--- config.mk ---
export PLATFORM = sky130hd
export DESIGN_NAME = endpoint_host_text_validator
export DESIGN_NICKNAME = d
export VERILOG_FILES = /design/src/design/ehtv_pkg.sv /design/src/design/endpoint_host_text_validator.sv
export SDC_FILE = /design/constraint.sdc
export NUM_CORES = 1
export LEC_CHECK = 0
export ABC_AREA = 0
export BUFFER_PORTS_ARGS = -buffer_cell sky130_fd_sc_hd__buf_2
export CAP_MARGIN = 0
export CORE_UTILIZATION = 35
export CTS_BUF_LIST = sky130_fd_sc_hd__clkbuf_2
export DETAILED_ROUTE_END_ITERATION = 8
export GPL_TIMING_DRIVEN = 0
export PLACE_DENSITY = 0.52
export SLEW_MARGIN = 10
export SYNTH_ARGS = -nofsm -noshare
export SYNTH_HDL_FRONTEND = slang
export SYNTH_SLANG_ARGS = --single-unit
export TNS_END_PERCENT = 50
--- constraint.sdc ---
create_clock -name clk -period 4.3 [get_ports clk]
set_input_delay 0.645 -clock clk [delete_from_list [all_inputs] [get_ports clk]]
set_output_delay 0.645 -clock clk [all_outputs]
set_load 0.005 [all_outputs]
--- src/design/ehtv_pkg.sv ---
// Package for the host text validator: tracker types, character codes,
// limits and per-byte update functions. No dependencies.
`default_nettype none

package ehtv_pkg;

	// Character codes
	localparam logic [7:0] CH_DOT    = 8'h2E;
	localparam logic [7:0] CH_COLON  = 8'h3A;
	localparam logic [7:0] CH_HYPHEN = 8'h2D;
	localparam logic [7:0] CH_ZERO   = 8'h30;
	localparam logic [7:0] CH_NINE   = 8'h39;

	// Limits
	localparam logic [7:0] COUNT_MAX     = 8'd255;
	localparam logic [7:0] NAME_MAX_LEN  = 8'd253;
	localparam logic [6:0] LABEL_MAX_LEN = 7'd63;
	localparam logic [6:0] LABEL_SAT     = 7'd64;
	localparam logic [7:0] V6_MIN_LEN    = 8'd2;
	localparam logic [7:0] V6_MAX_LEN    = 8'd45;
	localparam logic [3:0] V6_GROUPS     = 4'd8;
	localparam logic [3:0] V6_SEG_SAT    = 4'd15;
	localparam logic [3:0] V6_HEX_MAX    = 4'd4;
	localparam logic [4:0] V4_LEN_SAT    = 5'd31;
	localparam logic [4:0] V4_MIN_LEN    = 5'd7;
	localparam logic [4:0] V4_MAX_LEN    = 5'd15;
	localparam logic [2:0] V4_PARTS      = 3'd4;
	localparam logic [2:0] V4_GROUP_SAT  = 3'd7;
	localparam logic [2:0] V4_DIGIT_MAX  = 3'd3;
	localparam logic [2:0] V4_PART_SAT   = 3'd4;
	localparam logic [9:0] V4_PART_MAX   = 10'd255;

	typedef struct packed {
		logic [4:0] len;
		logic [2:0] part_len;
		logic [9:0] part_val;
		logic       lead_zero;
		logic [2:0] groups;
		logic       ok;
	} v4_trk_t;

	typedef struct packed {
		logic       compressed;
		logic [3:0] groups;
		logic [3:0] seg_len;
		logic       seg_dot;
		logic       seg_hex;
		logic       ok;
	} v6_trk_t;

	typedef struct packed {
		logic [6:0] len;
		logic       dot;
		logic       non_digit;
		logic       ok;
	} lbl_trk_t;

	function automatic logic is_digit(input logic [7:0] c);
		return (c >= CH_ZERO) && (c <= CH_NINE);
	endfunction

	function automatic logic is_alpha(input logic [7:0] c);
		return ((c >= 8'h61) && (c <= 8'h7A)) || ((c >= 8'h41) && (c <= 8'h5A));
	endfunction

	function automatic logic is_hex(input logic [7:0] c);
		return is_digit(c) || ((c >= 8'h61) && (c <= 8'h66)) ||
			((c >= 8'h41) && (c <= 8'h46));
	endfunction

	function automatic v4_trk_t v4_reset_val();
		v4_trk_t t;
		t = '0;
		t.ok = 1'b1;
		return t;
	endfunction

	// Close the current decimal part and check it
	function automatic v4_trk_t v4_close(input v4_trk_t t);
		v4_trk_t r;
		r = t;
		if ((t.part_len == 3'd0) || (t.part_len > V4_DIGIT_MAX) ||
			((t.part_len > 3'd1) && t.lead_zero) || (t.part_val > V4_PART_MAX)) begin
			r.ok = 1'b0;
		end
		if (t.groups != V4_GROUP_SAT) begin
			r.groups = t.groups + 3'd1;
		end
		r.part_len = 3'd0;
		r.part_val = 10'd0;
		r.lead_zero = 1'b0;
		return r;
	endfunction

	function automatic v4_trk_t v4_feed(input v4_trk_t t, input logic [7:0] c);
		v4_trk_t r;
		logic [9:0] d;
		r = t;
		d = {6'd0, c[3:0]};
		if (r.len != V4_LEN_SAT) begin
			r.len = r.len + 5'd1;
		end
		if (c == CH_DOT) begin
			r = v4_close(r);
		end else begin
			if (t.part_len == 3'd0) begin
				r.lead_zero = (c == CH_ZERO);
			end
			if (t.part_len != V4_PART_SAT) begin
				r.part_len = t.part_len + 3'd1;
			end
			if (is_digit(c)) begin
				if (r.part_len <= V4_DIGIT_MAX) begin
					// val * 10 + digit; val stays below 100 here
					r.part_val = {t.part_val[6:0], 3'b000} + {t.part_val[8:0], 1'b0} + d;
				end
			end else begin
				r.ok = 1'b0;
			end
		end
		return r;
	endfunction

	function automatic logic v4_done(input v4_trk_t t);
		v4_trk_t r;
		r = v4_close(t);
		return r.ok && (r.groups == V4_PARTS) && (r.len >= V4_MIN_LEN) &&
			(r.len <= V4_MAX_LEN);
	endfunction

	function automatic logic [3:0] v6_add(input logic [3:0] g, input logic [3:0] n);
		logic [4:0] s;
		s = {1'b0, g} + {1'b0, n};
		return s[4] ? V6_SEG_SAT : s[3:0];
	endfunction

endpackage

`default_nettype wire

--- src/design/endpoint_host_text_validator.sv ---
// Host text validator top level: input stage, per-byte trackers, result register.
// Depends on ehtv_pkg.
//
//  channel  | handshake          | payload
//  ---------+--------------------+----------------------------------------
//  input    | in_valid/in_ready  | ch[7:0], last
//  result   | out_valid/out_ready| ipv4_ok, ipv6_ok, name_ok, host_ok
//
// One byte per cycle while in_ready is high. An accepted byte is registered in
// the input stage; there the trackers update from it, and on a last byte the
// verdicts are loaded into the result register, which raises out_valid and
// holds the result until out_ready takes it. Reset clears the stage, trackers
// and result valid.
// A stalled result only blocks a last byte in the input stage; other bytes
// keep flowing, so in_ready drops only when a second string ends while the
// previous result is still waiting.
`default_nettype none

module endpoint_host_text_validator (
	input  wire logic       clk,
	input  wire logic       arst_n,
	input  wire logic       in_valid,
	output logic            in_ready,
	input  wire logic [7:0] ch,
	input  wire logic       last,
	output logic            out_valid,
	input  wire logic       out_ready,
	output logic            ipv4_ok,
	output logic            ipv6_ok,
	output logic            name_ok,
	output logic            host_ok
);
	import ehtv_pkg::*;

	// Input stage
	logic       v_s1;
	logic [7:0] ch_s1;
	logic       last_s1;
	logic       adv_s1;

	// String state
	logic [7:0] byte_count_q;
	logic [7:0] prev_byte_q;
	logic [7:0] prev_prev_byte_q;
	v4_trk_t    v4_q;
	v6_trk_t    v6_q;
	v4_trk_t    emb_q;
	lbl_trk_t   lbl_q;

	// Result register
	logic out_valid_q;
	logic ipv4_q, ipv6_q, name_q;

	// Next state and verdicts
	logic [7:0] bc_nxt;
	v4_trk_t    v4_nxt;
	v6_trk_t    v6_nxt;
	v4_trk_t    emb_nxt;
	lbl_trk_t   lbl_nxt;
	v6_trk_t    v6_fin;
	logic       v4_res, v6_res, name_res;
	logic       is_colon;

	// A last byte needs a free result register; other bytes always advance
	assign adv_s1   = v_s1 && (!last_s1 || !out_valid_q || out_ready);
	assign in_ready = !v_s1 || adv_s1;

	always_ff @(posedge clk or negedge arst_n) begin
		if (!arst_n) begin
			v_s1 <= 1'b0;
		end else if (in_ready) begin
			v_s1 <= in_valid;
		end
	end

	always_ff @(posedge clk) begin
		if (in_valid && in_ready) begin
			ch_s1   <= ch;
			last_s1 <= last;
		end
	end

	always_comb begin
		is_colon = (ch_s1 == CH_COLON);
		bc_nxt = (byte_count_q == COUNT_MAX) ? byte_count_q : byte_count_q + 8'd1;

		// dotted IPv4 over the whole string
		v4_nxt = v4_feed(v4_q, ch_s1);
		v4_res = v4_done(v4_nxt);

		// IPv6 groups and segments
		v6_nxt  = v6_q;
		emb_nxt = emb_q;
		if ((bc_nxt == V6_MIN_LEN) && (prev_byte_q == CH_COLON) && !is_colon) begin
			v6_nxt.ok = 1'b0;
		end
		if (is_colon) begin
			if (prev_byte_q == CH_COLON) begin
				if ((prev_prev_byte_q == CH_COLON) || v6_q.compressed) begin
					v6_nxt.ok = 1'b0;
				end
				v6_nxt.compressed = 1'b1;
			end
			if (v6_q.seg_len != 4'd0) begin
				if (v6_q.seg_dot || (v6_q.seg_len > V6_HEX_MAX) || !v6_q.seg_hex) begin
					v6_nxt.ok = 1'b0;
				end else begin
					v6_nxt.groups = v6_add(v6_q.groups, 4'd1);
				end
			end
			v6_nxt.seg_len = 4'd0;
			v6_nxt.seg_dot = 1'b0;
			v6_nxt.seg_hex = 1'b1;
			emb_nxt = v4_reset_val();
		end else begin
			if (v6_q.seg_len != V6_SEG_SAT) begin
				v6_nxt.seg_len = v6_q.seg_len + 4'd1;
			end
			if (ch_s1 == CH_DOT) begin
				v6_nxt.seg_dot = 1'b1;
			end
			if (!is_hex(ch_s1)) begin
				v6_nxt.seg_hex = 1'b0;
			end
			emb_nxt = v4_feed(emb_q, ch_s1);
		end

		// close the trailing segment on a last byte
		v6_fin = v6_nxt;
		if (is_colon && (prev_byte_q != CH_COLON)) begin
			v6_fin.ok = 1'b0;
		end
		if (v6_nxt.seg_len != 4'd0) begin
			if (v6_nxt.seg_dot) begin
				if (v4_done(emb_nxt)) begin
					v6_fin.groups = v6_add(v6_nxt.groups, 4'd2);
				end else begin
					v6_fin.ok = 1'b0;
				end
			end else if ((v6_nxt.seg_len > V6_HEX_MAX) || !v6_nxt.seg_hex) begin
				v6_fin.ok = 1'b0;
			end else begin
				v6_fin.groups = v6_add(v6_nxt.groups, 4'd1);
			end
		end
		v6_res = v6_fin.ok && (bc_nxt >= V6_MIN_LEN) && (bc_nxt <= V6_MAX_LEN) &&
			(v6_fin.compressed ? (v6_fin.groups < V6_GROUPS) : (v6_fin.groups == V6_GROUPS));

		// domain name labels
		lbl_nxt = lbl_q;
		if (ch_s1 == CH_DOT) begin
			if ((lbl_q.len == 7'd0) || (lbl_q.len > LABEL_MAX_LEN) ||
				(prev_byte_q == CH_HYPHEN)) begin
				lbl_nxt.ok = 1'b0;
			end
			lbl_nxt.len = 7'd0;
			lbl_nxt.dot = 1'b1;
		end else begin
			if (!(is_alpha(ch_s1) || is_digit(ch_s1) || (ch_s1 == CH_HYPHEN))) begin
				lbl_nxt.ok = 1'b0;
			end
			if (is_alpha(ch_s1) || (ch_s1 == CH_HYPHEN)) begin
				lbl_nxt.non_digit = 1'b1;
			end
			if ((lbl_q.len == 7'd0) && (ch_s1 == CH_HYPHEN)) begin
				lbl_nxt.ok = 1'b0;
			end
			if (lbl_q.len != LABEL_SAT) begin
				lbl_nxt.len = lbl_q.len + 7'd1;
			end
		end
		name_res = lbl_nxt.ok && lbl_nxt.dot && lbl_nxt.non_digit && (lbl_nxt.len != 7'd0) &&
			(lbl_nxt.len <= LABEL_MAX_LEN) && (ch_s1 != CH_HYPHEN) &&
			(bc_nxt <= NAME_MAX_LEN);
	end

	// Advance the trackers; drop back to the reset state after a last byte
	always_ff @(posedge clk or negedge arst_n) begin
		if (!arst_n) begin
			byte_count_q     <= 8'd0;
			prev_byte_q      <= 8'd0;
			prev_prev_byte_q <= 8'd0;
			v4_q             <= v4_reset_val();
			v6_q             <= '{compressed: 1'b0, groups: 4'd0, seg_len: 4'd0,
				seg_dot: 1'b0, seg_hex: 1'b1, ok: 1'b1};
			emb_q            <= v4_reset_val();
			lbl_q            <= '{len: 7'd0, dot: 1'b0, non_digit: 1'b0, ok: 1'b1};
		end else if (adv_s1) begin
			if (last_s1) begin
				byte_count_q     <= 8'd0;
				prev_byte_q      <= 8'd0;
				prev_prev_byte_q <= 8'd0;
				v4_q             <= v4_reset_val();
				v6_q             <= '{compressed: 1'b0, groups: 4'd0, seg_len: 4'd0,
					seg_dot: 1'b0, seg_hex: 1'b1, ok: 1'b1};
				emb_q            <= v4_reset_val();
				lbl_q            <= '{len: 7'd0, dot: 1'b0, non_digit: 1'b0, ok: 1'b1};
			end else begin
				byte_count_q     <= bc_nxt;
				prev_byte_q      <= ch_s1;
				prev_prev_byte_q <= prev_byte_q;
				v4_q             <= v4_nxt;
				v6_q             <= v6_nxt;
				emb_q            <= emb_nxt;
				lbl_q            <= lbl_nxt;
			end
		end
	end

	// Result register: load on a last byte, hold until taken
	always_ff @(posedge clk or negedge arst_n) begin
		if (!arst_n) begin
			out_valid_q <= 1'b0;
		end else if (adv_s1 && last_s1) begin
			out_valid_q <= 1'b1;
		end else if (out_ready) begin
			out_valid_q <= 1'b0;
		end
	end

	always_ff @(posedge clk) begin
		if (adv_s1 && last_s1) begin
			ipv4_q <= v4_res;
			ipv6_q <= v6_res;
			name_q <= name_res;
		end
	end

	assign out_valid = out_valid_q;
	assign ipv4_ok   = ipv4_q;
	assign ipv6_ok   = ipv6_q;
	assign name_ok   = name_q;
	assign host_ok   = ipv4_q | ipv6_q | name_q;

	// A dotted quad has no colon and no letter, so it excludes the other two
	a_v4_exclusive: assert property (@(posedge clk) disable iff (!arst_n)
		out_valid && ipv4_ok |-> !ipv6_ok && !name_ok)
		else $error("ipv4 verdict overlaps another verdict");

	// Only a finished string waiting on a full result register may stall input
	a_stall_cause: assert property (@(posedge clk) disable iff (!arst_n)
		!in_ready |-> v_s1 && last_s1 && out_valid_q && !out_ready)
		else $error("input stalled without a pending result");

	// Trackers restart after the last byte of a string
	a_restart: assert property (@(posedge clk) disable iff (!arst_n)
		adv_s1 && last_s1 |=> byte_count_q == 8'd0 && prev_byte_q == 8'd0 && lbl_q.ok)
		else $error("tracker state not cleared after last byte");

	// Every finished string produces a result on the next cycle
	a_result_follows: assert property (@(posedge clk) disable iff (!arst_n)
		adv_s1 && last_s1 |=> out_valid_q)
		else $error("missing result after last byte");

endmodule

`default_nettype wire
==> key figures, run 1 <==
Detailed routing
  – Number of nets with antenna violations after routing: 0
  – Metal-1 WL: around 10 mm
  – Via/cell ratio: roughly 5.4
  – First drt pass iteration count: 5
  – Routed length per instance: about 18 microns
  – Routed met3 length: between 500 and 600 microns
  – Number of DRC markers in iteration 0: ~380
  – Met2 wire len: 8.420 mm
  – Vias post-DR: around 5800
  – Detailed Route WL: approximately 19 mm
  – Highest metal used: met4
  – Final routed DRC violation total: 0

Place
  – Detail Placement HPWL: between 10 and 15 mm
  – Count of port buffers added during placement: 18
  – Routability congestion estimate: between 0.8 and 0.9
  – Post-detailed-placement cell area: 7433 sq um

Logic synthesis
  – Most used standard cells in the synthesized netlist: 100 x sky130_fd_sc_hd__nand2_1, 89 x sky130_fd_sc_hd__dfrtp_1, 60 x sky130_fd_sc_hd__o21ai_0, 54 x sky130_fd_sc_hd__nor2_1, 52 x sky130_fd_sc_hd__ha_1
  – Number of distinct library cells after synthesis: 80
  – Biggest area consumer among synthesized cells: sky130_fd_sc_hd__dfrtp_1
  – Post-Synthesis Mean Instance Area: 9.086 sq um
  – Primary FF master, synth: sky130_fd_sc_hd__dfrtp_1
  – Syn_nets: about 840
  – Synthesis-stage register bit count: ~110
  – Yosys synthesis warning count: 0
  – Part of the Yosys area used for sequential elements: approximately two fifths
  – Fraction of synthesized cell area taken by the top area cell type: 31.92%
  – Total standard cell area after synthesis: roughly 7000 sq um
  – Largest cells by area after synthesis: sky130_fd_sc_hd__dfrtp_1 32%, sky130_fd_sc_hd__ha_1 9.3%, sky130_fd_sc_hd__nand2_1 5.4%, sky130_fd_sc_hd__edfxtp_1 5.2%, sky130_fd_sc_hd__o21ai_0 4.3%
  – Cell with the most instances after synthesis: sky130_fd_sc_hd__nand2_1
  – EDFF count, synth: 12
  – Async S/R FF share, synth: 88.68%
  – Instance count of the mapped netlist: ~770

Pwr
  – Proportion of power drawn by combinational gates: 23.2%
  – Pwr/cell area: about 300 nW/um^2
  – Leakage power: ~3.4 nW
  – Sequential power share: 53.1%
  – Total Power: 2.230 mW
  – Net switching power: a little under 0.8 mW
  – Pint: 1.440 mW
  – IR drop worst, VDD: 0.0001519 V
  – Switch share: roughly 35%
  – Share of total power in the clock network: 23.6%

Status
  – Status: finished, final reports clean

Clocking
  – Count of H-tree levels built during CTS: 3
  – Worst-path clk slew: about 330 ps
  – TritonCTS Sinks: about 110
  – Post-cts repair resize count: 0
  – Clock latency on the worst-skew pair: approximately 660 ps
  – Maximum buffer depth of the clock tree: 2
  – Buffer cell driving the clock tree root: sky130_fd_sc_hd__clkbuf_2
  – Total clock buffers created by CTS: 9
  – Clock tree from TritonCTS: yes

Worst setup path
  – Required time of the worst setup path: 4780 ps
  – CP endpoint kind: flip-flop
  – CP bufs+invs: 2
  – Sort of element at the start of the critical path: flip-flop
  – Largest stage delay on the critical path: 600 ps
  – Class of the most critical setup path: reg -> reg
  – Stages on worst setup path: 13
  – Library cell contributing the largest single delay on the critical path: sky130_fd_sc_hd__fa_1
  – CP arrival: around 4300 ps
  – Crit path max-delay family: compound AO/OA/AOI/OAI gates
  – Worst R2R Path Depth: 13
  – Critical-path cell list: inv_1 -> fa_1 -> inv_1 -> ha_1 -> a21o_1 -> o21ai_0 -> a32oi_1 -> mux2_2 -> o221a_2 -> o2111ai_1 -> mux2_2 -> a211o_1 -> a31oi_1
  – Critical-path maximum fanout: 3

Global routing
  – Global-route usage over all layers: between 10% and 20%
  – Overall overflow remaining after global route: 0
  – Number of antenna violations at the first check in global routing: 1
  – Vias in the first global route: around 5600
  – Pin count of the biggest net entering global routing: a little over 50
  – Global-route wire length before repair: approximately 30 mm

Die
  – Starting density of the core: a little over a third
  – Number of top-level pins: 19
  – Total core area: approximately 20000 sq um
  – Row Count: 51
  – Die extent in y: about 140 microns
  – Die X-Extent: between 100 and 150 microns
  – Die area: ~21000 sq um

Timing
  – Worst-case clock skew: ~46 ps
  – Period minus WS final: between 3000 and 4000 ps
  – Maximum achievable frequency: about 0.26 GHz
  – Worst hold slack: ~130 ps
  – Post-route setup TNS: 0 ps
  – Hold Violations, Final: 0
  – Relative slew slack: 47.30%
  – RSZ-0062 raised after global routing: false
  – Max-slew violation count: 0
  – Final-report setup violation count: 0
  – Crit share post-route: between 80% and 90%
  – Worst Max-Slew Pin Slew: between 700 and 800 ps

Job
  – Reported max-cap violation count: 0

Finish
  – Number of filler instances in the final layout: ~2000
  – Fraction of layout cells with a size suffix above 1: between 8 and 9%
  – Final core utilization: 38.82%
  – Finished layout cell area: roughly 7600 sq um
  – Syn-to-layout area delta: 8.625%
  – Nets: 869

Min path
  – Worst hold path depth: 1
  – Class of the tightest hold or removal check: in -> reg
## area by class of cell
cell class / instances / area (sq um) / share of cell area, %
Clock inverter: 6 / 76.32 / 1.007
Clock buffer: 10 / 50.05 / 0.6603
Timing Repair Buffer: 21 / 141.4 / 1.865
Buffer: 32 / 127.6 / 1.684
Antenna cell: 1 / 2.502 / 0.03301
Tap cell: 265 / 331.6 / 4.374
Multi-Input combinational cell: 588 / 3974 / 52.43
Sequential cell: 106 / 2719 / 35.87
Inverter: 42 / 157.7 / 2.080
## layout by cell type (no fill, tap or decap), drive strengths merged, types with 6 or more instances in the layout
master and n:
a22o 24, edfxtp 12, nand2b 14, and2 8
and3 6, a31oi 9, xor2 11, nor2 54
nand2 100, nand3 26, inv 43, or3 6
nor3 14, clkbuf 36, o21ai 61, nor4 7
xnor2 14, a21o 6, a21oi 45, mux2i 7
buf 26, o31ai 8, ha 52, nand3b 20
o2111ai 6, dfrtp 89
## cells by family after synthesis
family,share of synthesized area (%)
DFF,38.96
AOI/OAI and AO/OA,20.17
xor gates and xnor gates,3.138
muxes,1.488
adders and majority gates,10.62
and+or+nand+nor,21.54
buffers and inverters,4.088
## routing by layer
layer | track usage [%] | vias up
met3 | 3.521 | 11
met5 | 0 | -
li1 | - | 2860
met1 | 28.55 | 2804
met2 | 30.99 | 85
met4 | 4.244 | 0
## worst paths after layout
kind | start | to | slack, ps
max | ch_s1[3] | ipv6_ok | 450
min | last | last_s1 | 130
max reg2reg | ch_s1[3] | ipv6_ok | 450
min reg2reg | prev_prev_byte_q[1] | prev_prev_byte_q[1] | 500
max in group asynchronous | arst_n | emb_q[0] | 3180
min in group asynchronous | arst_n | byte_count_q[4] | 430
## sequential cells by signal (all words and copies together), names as in the netlist
register and flops:
ipv6_ok 1, prev_byte_q 8, v_s1 1, ipv4_ok 1, prev_prev_byte_q 8, out_valid 1, ch_s1 8, name_ok 1
lbl_q 10, last_s1 1, v6_q 12, v4_q 23, byte_count_q 8, emb_q 23
## what timing repair did
action	CTS	global route
hold endpoints to repair	41	0
hold buffers	1	0
endpoints found under the setup margin	0	1
buffers inserted	0	1
## power by group through the flow
stage / logic [mW] / clock network (mW) / registers, mW
after floorplan: 0.366 / 0 / 1.18
after global placement: 0.507 / 0 / 1.20
after detailed placement: 0.511 / 0 / 1.20
after CTS: 0.515 / 0.556 / 1.19
after global routing: 0.593 / 0.590 / 1.20
final: 0.518 / 0.527 / 1.18
## stage by stage
stage,std cells,setup slack (ps)
5_1_grt,1071,345.4
3_5_place_dp,1052,168.6
4_1_cts,1069,42.62
6_report,1071,454.4
3_3_place_gp,1051,130.2
2_1_floorplan,768,744.3
No activity file was read; power rests on OpenSTA's default activity.
==> inputs of run 2 (changes only) <==
- CELL_PAD_IN_SITES_DETAIL_PLACEMENT: default -> 1
- CELL_PAD_IN_SITES_GLOBAL_PLACEMENT: default -> 1
- PLACE_DENSITY: 0.52 -> 0.63
==> run 2 against run 1 <==
Register-to-register slack lost 70 ps. Clock power about the same. Final area fell by 0.12%. Global-route usage is 2.4 points higher. First-iteration DRC count down 22%. Clock-buffer cell count increased by 1. Core utilization is essentially flat. Via count up 6.0%. Maximum frequency is 1.7% lower. Total power grew 0.97%. Largest power group unchanged.
==> key figures, run 2 (synthesis results as in run 1) <==
Detailed routing
  – Detailed Route WL: roughly 21 mm
  – Routed length per instance: roughly 20 microns
  – Number of nets with antenna violations after routing: 0
  – First drt pass iteration count: 5
  – Vias post-DR: 6104
  – Via/cell ratio: approximately 5.7
  – Final routed DRC violation total: 0
  – Number of DRC markers in iteration 0: between 200 and 300

Worst setup path
  – CP endpoint kind: flip-flop
  – Class of the most critical setup path: reg -> reg
  – Critical-path maximum fanout: 3
  – Sort of element at the start of the critical path: flip-flop
  – Required time of the worst setup path: between 4000 and 5000 ps
  – CP arrival: about 4400 ps

Timing
  – Post-route setup TNS: 0 ps
  – Worst Max-Slew Pin Slew: approximately 860 ps
  – Period minus WS final: 3912 ps
  – RSZ-0062 raised after global routing: false
  – Final-report setup violation count: 0
  – Worst hold slack: 98.93 ps
  – Maximum achievable frequency: 0.2556 GHz
  – Relative slew slack: a little over two fifths
  – Max-slew violation count: 0
  – Worst-case clock skew: about 44 ps
  – Hold Violations, Final: 0
  – Crit share post-route: between 90% and 100%

Clocking
  – Maximum buffer depth of the clock tree: 2
  – Count of H-tree levels built during CTS: 3
  – Worst-path clk slew: between 300 and 400 ps
  – Clock tree from TritonCTS: yes
  – Total clock buffers created by CTS: 9
  – TritonCTS Sinks: 106
  – Buffer cell driving the clock tree root: sky130_fd_sc_hd__clkbuf_2
  – Clock latency on the worst-skew pair: slightly below 700 ps
  – Post-cts repair resize count: 0

Global routing
  – Number of antenna violations at the first check in global routing: 1
  – Pin count of the biggest net entering global routing: 52
  – Global-route usage over all layers: around 22%
  – Global-route wire length before repair: roughly 34 mm
  – Overall overflow remaining after global route: 0
  – Vias in the first global route: ~6300

Pwr
  – Pwr/cell area: roughly 300 nW/um^2
  – Share of total power in the clock network: between 20% and 30%
  – IR drop worst, VDD: between 0.0001 and 0.00015 V
  – Pint: roughly 1.4 mW
  – Proportion of power drawn by combinational gates: 23.9%
  – Leakage power: 3.437 nW
  – Sequential power share: between 50% and 60%
  – Net switching power: around 0.81 mW
  – Switch share: between 30% and 40%

Die
  – Row Count: between 50 and 60
  – Total core area: ~20000 sq um
  – Die extent in y: approximately 140 microns
  – Number of top-level pins: 19
  – Die area: 20510 sq um
  – Starting density of the core: between 30% and 40%
  – Die X-Extent: roughly 140 microns

Place
  – Count of port buffers added during placement: 18
  – Routability congestion estimate: around 0.87
  – Detail Placement HPWL: between 15 and 20 mm

Finish
  – Top library cells by usage in the layout, fill and taps aside: 100 x sky130_fd_sc_hd__nand2_1, 89 x sky130_fd_sc_hd__dfrtp_1, 60 x sky130_fd_sc_hd__o21ai_0
  – Leading cell type in the layout, fill and taps excluded: sky130_fd_sc_hd__nand2_1
  – Nets: about 870
  – Largest registers: emb_q (23), v4_q (23), v6_q (12)
  – Fraction of layout cells with a size suffix above 1: 8.199%
  – Syn-to-layout area delta: 8.499%

Job
  – Reported max-cap violation count: 0

Status
  – Status: finished, final reports clean

Min path
  – Class of the tightest hold or removal check: in -> reg
==> run 2: cell count changes in the layout (fill, tap and decap cells not counted) <==
| cell | before | now |
|---|---|---|
| sky130_fd_sc_hd__clkinvlp_4 | 0 | 1 |
| sky130_fd_sc_hd__inv_6 | 0 | 1 |
| sky130_fd_sc_hd__clkinv_2 | 0 | 1 |
| sky130_fd_sc_hd__clkinv_4 | 4 | 0 |
| sky130_fd_sc_hd__clkbuf_2 | 10 | 11 |
==> run 2: area by class of cell <==
class	count	area [sq um]
multi-input combinational	588	3974
tap	265	331.6
clock inverter	5	62.56
fill	2330	11960
buffer	32	127.6
timing repair buffer	21	141.4
antenna	1	2.502
sequential	106	2719
inverter	42	157.7
clock buffer	11	55.05
==> run 2: metrics by stage <==
stage	cell area [sq um]	instances	worst slack [ps]	power [mW]	utilization, %
2_1_floorplan	6978	768	744.3	1.545	-
3_3_place_gp	7400	1051	106.1	1.706	37.90
3_5_place_dp	7433	1052	76.80	1.738	38.07
4_1_cts	7569	1070	362.6	2.269	38.76
5_1_grt	7571	1071	154.0	2.383	38.77
6_report	7571	1071	387.8	2.251	38.77
==> run 2: worst paths after layout <==
kind	slack, ps	to	cells past startpoint	start
min in group asynchronous	440	v6_q[2]	2	arst_n
worst min-delay path	100	out_valid	2	out_ready
max in group asynchronous	3200	emb_q[0]	3	arst_n
worst max-delay path	390	ipv6_ok	13	ch_s1[3]
worst min register to register	500	prev_prev_byte_q[1]	2	prev_prev_byte_q[1]
worst max register to register	390	ipv6_ok	13	ch_s1[3]
==> run 2: layer usage <==
metal	GRT usage, %	part of all wire, %	up-vias
met4	6.848	2.0	0
met1	28.61	47	3123
met3	3.253	3.3	24
li1	-	-	2857
met5	0	0	-
met2	38.38	48	100
==> run 2: worst max-delay path: stages (launching register included) <==
cell,delay (ps)
sky130_fd_sc_hd__edfxtp_1,420
sky130_fd_sc_hd__inv_1,100
sky130_fd_sc_hd__fa_1,610
sky130_fd_sc_hd__inv_1,60
sky130_fd_sc_hd__ha_1,290
sky130_fd_sc_hd__a21o_1,180
sky130_fd_sc_hd__o21ai_0,280
sky130_fd_sc_hd__a32oi_1,160
sky130_fd_sc_hd__mux2_2,320
sky130_fd_sc_hd__o221a_2,330
sky130_fd_sc_hd__o2111ai_1,120
sky130_fd_sc_hd__mux2_2,380
sky130_fd_sc_hd__a211o_1,280
sky130_fd_sc_hd__a31oi_1,240
==> run 2: power by group through the flow <==
| stage | Sequential [mW] | Clock [mW] | Combinational, mW |
|---|---|---|---|
| after floorplan | 1.18 | 0 | 0.366 |
| after global placement | 1.20 | 0 | 0.507 |
| after detailed placement | 1.21 | 0 | 0.532 |
| after CTS | 1.19 | 0.544 | 0.539 |
| after global routing | 1.20 | 0.582 | 0.599 |
| final | 1.19 | 0.527 | 0.537 |
==> run 2: repair_timing <==
action                                  4_1_cts  5_1_grt
hold buffers                                  1        0
endpoints found under the setup margin        1        0
setup buffers                                 1        0
endpoints found under the hold margin        41        0
==> inputs of run 3 (changes only) <==
- RECOVER_POWER: default -> 50
==> run 3 against run 2 <==
The flow now finishes with violations (max-capacitance violations, max-slew violations). Register-to-register slack about the same. Core utilization about the same. Largest power group unchanged. First-iteration DRC count down 0.68%. Combinational power about the same. Clock skew about the same. Highest routed layer unchanged. Critical path type unchanged. Cell count unchanged. Global-route usage unchanged.
==> key figures, run 3 (synthesis results as in run 1) <==
Status
  – Status: finished with violations
  – Violations in the final reports: max-capacitance violations, max-slew violations

Worst setup path
  – Setup slack of the worst register-to-register path: 380 ps
  – CP bufs+invs: 2
  – Required time of the worst setup path: between 4000 and 5000 ps
  – Largest stage delay on the critical path: slightly above 600 ps
  – Startpoint of the worst register-to-register path: ch_s1[3]
  – Library cell contributing the largest single delay on the critical path: sky130_fd_sc_hd__fa_1
  – Critical-path maximum fanout: 3
  – Class of the most critical setup path: reg -> reg
  – Stages on worst setup path: 13
  – CP endpoint kind: flip-flop
  – Critical-path cell list: inv_1 -> fa_1 -> inv_1 -> ha_1 -> a21o_1 -> o21ai_0 -> a32oi_1 -> mux2_2 -> o221a_2 -> o2111ai_1 -> mux2_2 -> a211o_1 -> a31oi_1
  – Sort of element at the start of the critical path: flip-flop
  – Worst R2R Path Depth: 13
  – Worst setup path startpoint: ch_s1[3]
  – CP arrival: about 4400 ps
  – Capture point of the worst reg-to-reg path: ipv6_ok
  – Crit path max-delay family: compound AO/OA/AOI/OAI gates

Timing
  – Worst hold slack: between 90 and 100 ps
  – RSZ-0062 raised after global routing: false
  – Post-route setup TNS: 0 ps
  – Max-slew violation count: between 40 and 50
  – Worst-case clock skew: between 40 and 50 ps
  – Crit share post-route: between 90% and 100%
  – Worst Max-Slew Pin Slew: 2656 ps
  – Maximum achievable frequency: approximately 0.26 GHz
  – Hold Violations, Final: 0
  – Period minus WS final: just under 4000 ps
  – Final-report setup violation count: 0
  – Relative slew slack: -77.07%

Global routing
  – Global-route wire length before repair: about 34 mm
  – Overall overflow remaining after global route: 0
  – Pin count of the biggest net entering global routing: 52
  – Vias in the first global route: 6309
  – Number of antenna violations at the first check in global routing: 1
  – Global-route usage over all layers: 22.27%

Finish
  – Finished layout cell area: 7562 sq um
  – Fraction of layout cells with a size suffix above 1: 7.950%
  – Nets: around 870
  – Leading cell type in the layout, fill and taps excluded: sky130_fd_sc_hd__nand2_1
  – Syn-to-layout area delta: 8.374%
  – Largest registers: emb_q (23), v4_q (23), v6_q (12)
  – Final cell count without fillers: approximately 1100
  – Top library cells by usage in the layout, fill and taps aside: 100 x sky130_fd_sc_hd__nand2_1, 89 x sky130_fd_sc_hd__dfrtp_1, 60 x sky130_fd_sc_hd__o21ai_0

Die
  – Die extent in y: around 140 microns
  – Die X-Extent: ~140 microns
  – Row Count: 51
  – Total core area: 19530 sq um
  – Starting density of the core: around 36%
  – Number of top-level pins: 19
  – Die area: 20510 sq um

Detailed routing
  – Vias post-DR: a little over 6000
  – Final routed DRC violation total: 0
  – Detailed Route WL: 21.36 mm
  – Via/cell ratio: 5.710
  – Number of nets with antenna violations after routing: 0
  – Routed length per instance: ~20 microns
  – Number of DRC markers in iteration 0: just under 300
  – First drt pass iteration count: 5

Min path
  – Worst Hold End: out_valid
  – Class of the tightest hold or removal check: in -> reg
  – Worst hold path depth: 2
  – Origin of the worst min-delay path: out_ready

Pwr
  – IR drop worst, VDD: about 0.00011 V
  – Net switching power: slightly above 0.8 mW
  – Pint: between 1 and 1.5 mW
  – Switch share: a little over a third
  – Pwr/cell area: ~300 nW/um^2
  – Share of total power in the clock network: 23.4%
  – Sequential power share: ~53%
  – Leakage power: approximately 3.4 nW
  – Proportion of power drawn by combinational gates: between 20% and 30%

Clocking
  – Worst-path clk slew: approximately 350 ps
  – Clock latency on the worst-skew pair: around 690 ps
  – Clock tree from TritonCTS: yes
  – Total clock buffers created by CTS: 9
  – Maximum buffer depth of the clock tree: 2
  – Count of H-tree levels built during CTS: 3
  – TritonCTS Sinks: between 100 and 150
  – Buffer cell driving the clock tree root: sky130_fd_sc_hd__clkbuf_2

Place
  – Count of port buffers added during placement: 18
  – Routability congestion estimate: between 0.8 and 0.9
  – Detail Placement HPWL: ~16 mm
  – Post-detailed-placement cell area: 7433 sq um
  – DP Cell Count: 1052

Job
  – Reported max-cap violation count: 1
==> run 3: changes by cell type in the layout (fill, tap and decap cells not counted), sizes merged <==
cell and delta:
clkbuf +2, buf -2
==> run 3: how the worst max path moves through the flow <==
stage	slack [ps]	endpoint
2_1_floorplan	740	ipv6_ok
4_1_cts	360	ipv6_ok
3_3_place_gp	110	ipv6_ok
5_1_grt	150	ipv6_ok
6_report	380	ipv6_ok
3_5_place_dp	80	ipv6_ok
==> run 3: power by group through the flow <==
stage / Combinational [mW] / Clock [mW] / Sequential (mW)
after global placement: 0.507 / 0 / 1.20
after floorplan: 0.366 / 0 / 1.18
after global routing: 0.598 / 0.582 / 1.20
final: 0.537 / 0.527 / 1.19
after CTS: 0.539 / 0.544 / 1.19
after detailed placement: 0.532 / 0 / 1.21
==> run 3: area by class of cell <==
cell class                 instances  area, sq um
antenna                            1        2.502
multi-input combinational        588         3974
clock inverter                     5        62.56
inverter                          42        157.7
fill                            2331        11960
tap                              265        331.6
buffer                            32        127.6
sequential                       106         2719
clock buffer                      11        55.05
timing repair buffer              21        132.6
==> run 3: stage by stage <==
stage / util (%) / worst slack, ps / total power [mW]
after floorplan: - / 744.3 / 1.545
after global placement: 37.90 / 106.1 / 1.706
after detailed placement: 38.07 / 76.80 / 1.738
after CTS: 38.76 / 362.6 / 2.269
after global routing: 38.73 / 154.0 / 2.383
final: 38.73 / 383.1 / 2.251
==> run 3: metal layers <==
layer  part of all wire, %  global-route usage [%]  vias up
met5                     0                       0        -
met3                   3.5                   3.253       24
li1                      -                       -     2855
met4                   2.0                   6.848        0
met2                    48                   38.38      104
met1                    46                   28.61     3132
==> run 3: worst reg2reg max path: cells and delay by family (launching register included) <==
family          cells  cell delay, ps
compound gates      7            1590
fa+ha+maj           2             900
buf+inv             2             160
flops               1             420
mux                 2             700
==> run 3: repair_timing <==
item | CTS | global route
endpoints found under the hold margin | 41 | 0
endpoints found under the setup margin | 1 | 0
hold buffers | 1 | 0
buffers inserted | 1 | 0
gates resized for setup | 0 | 0
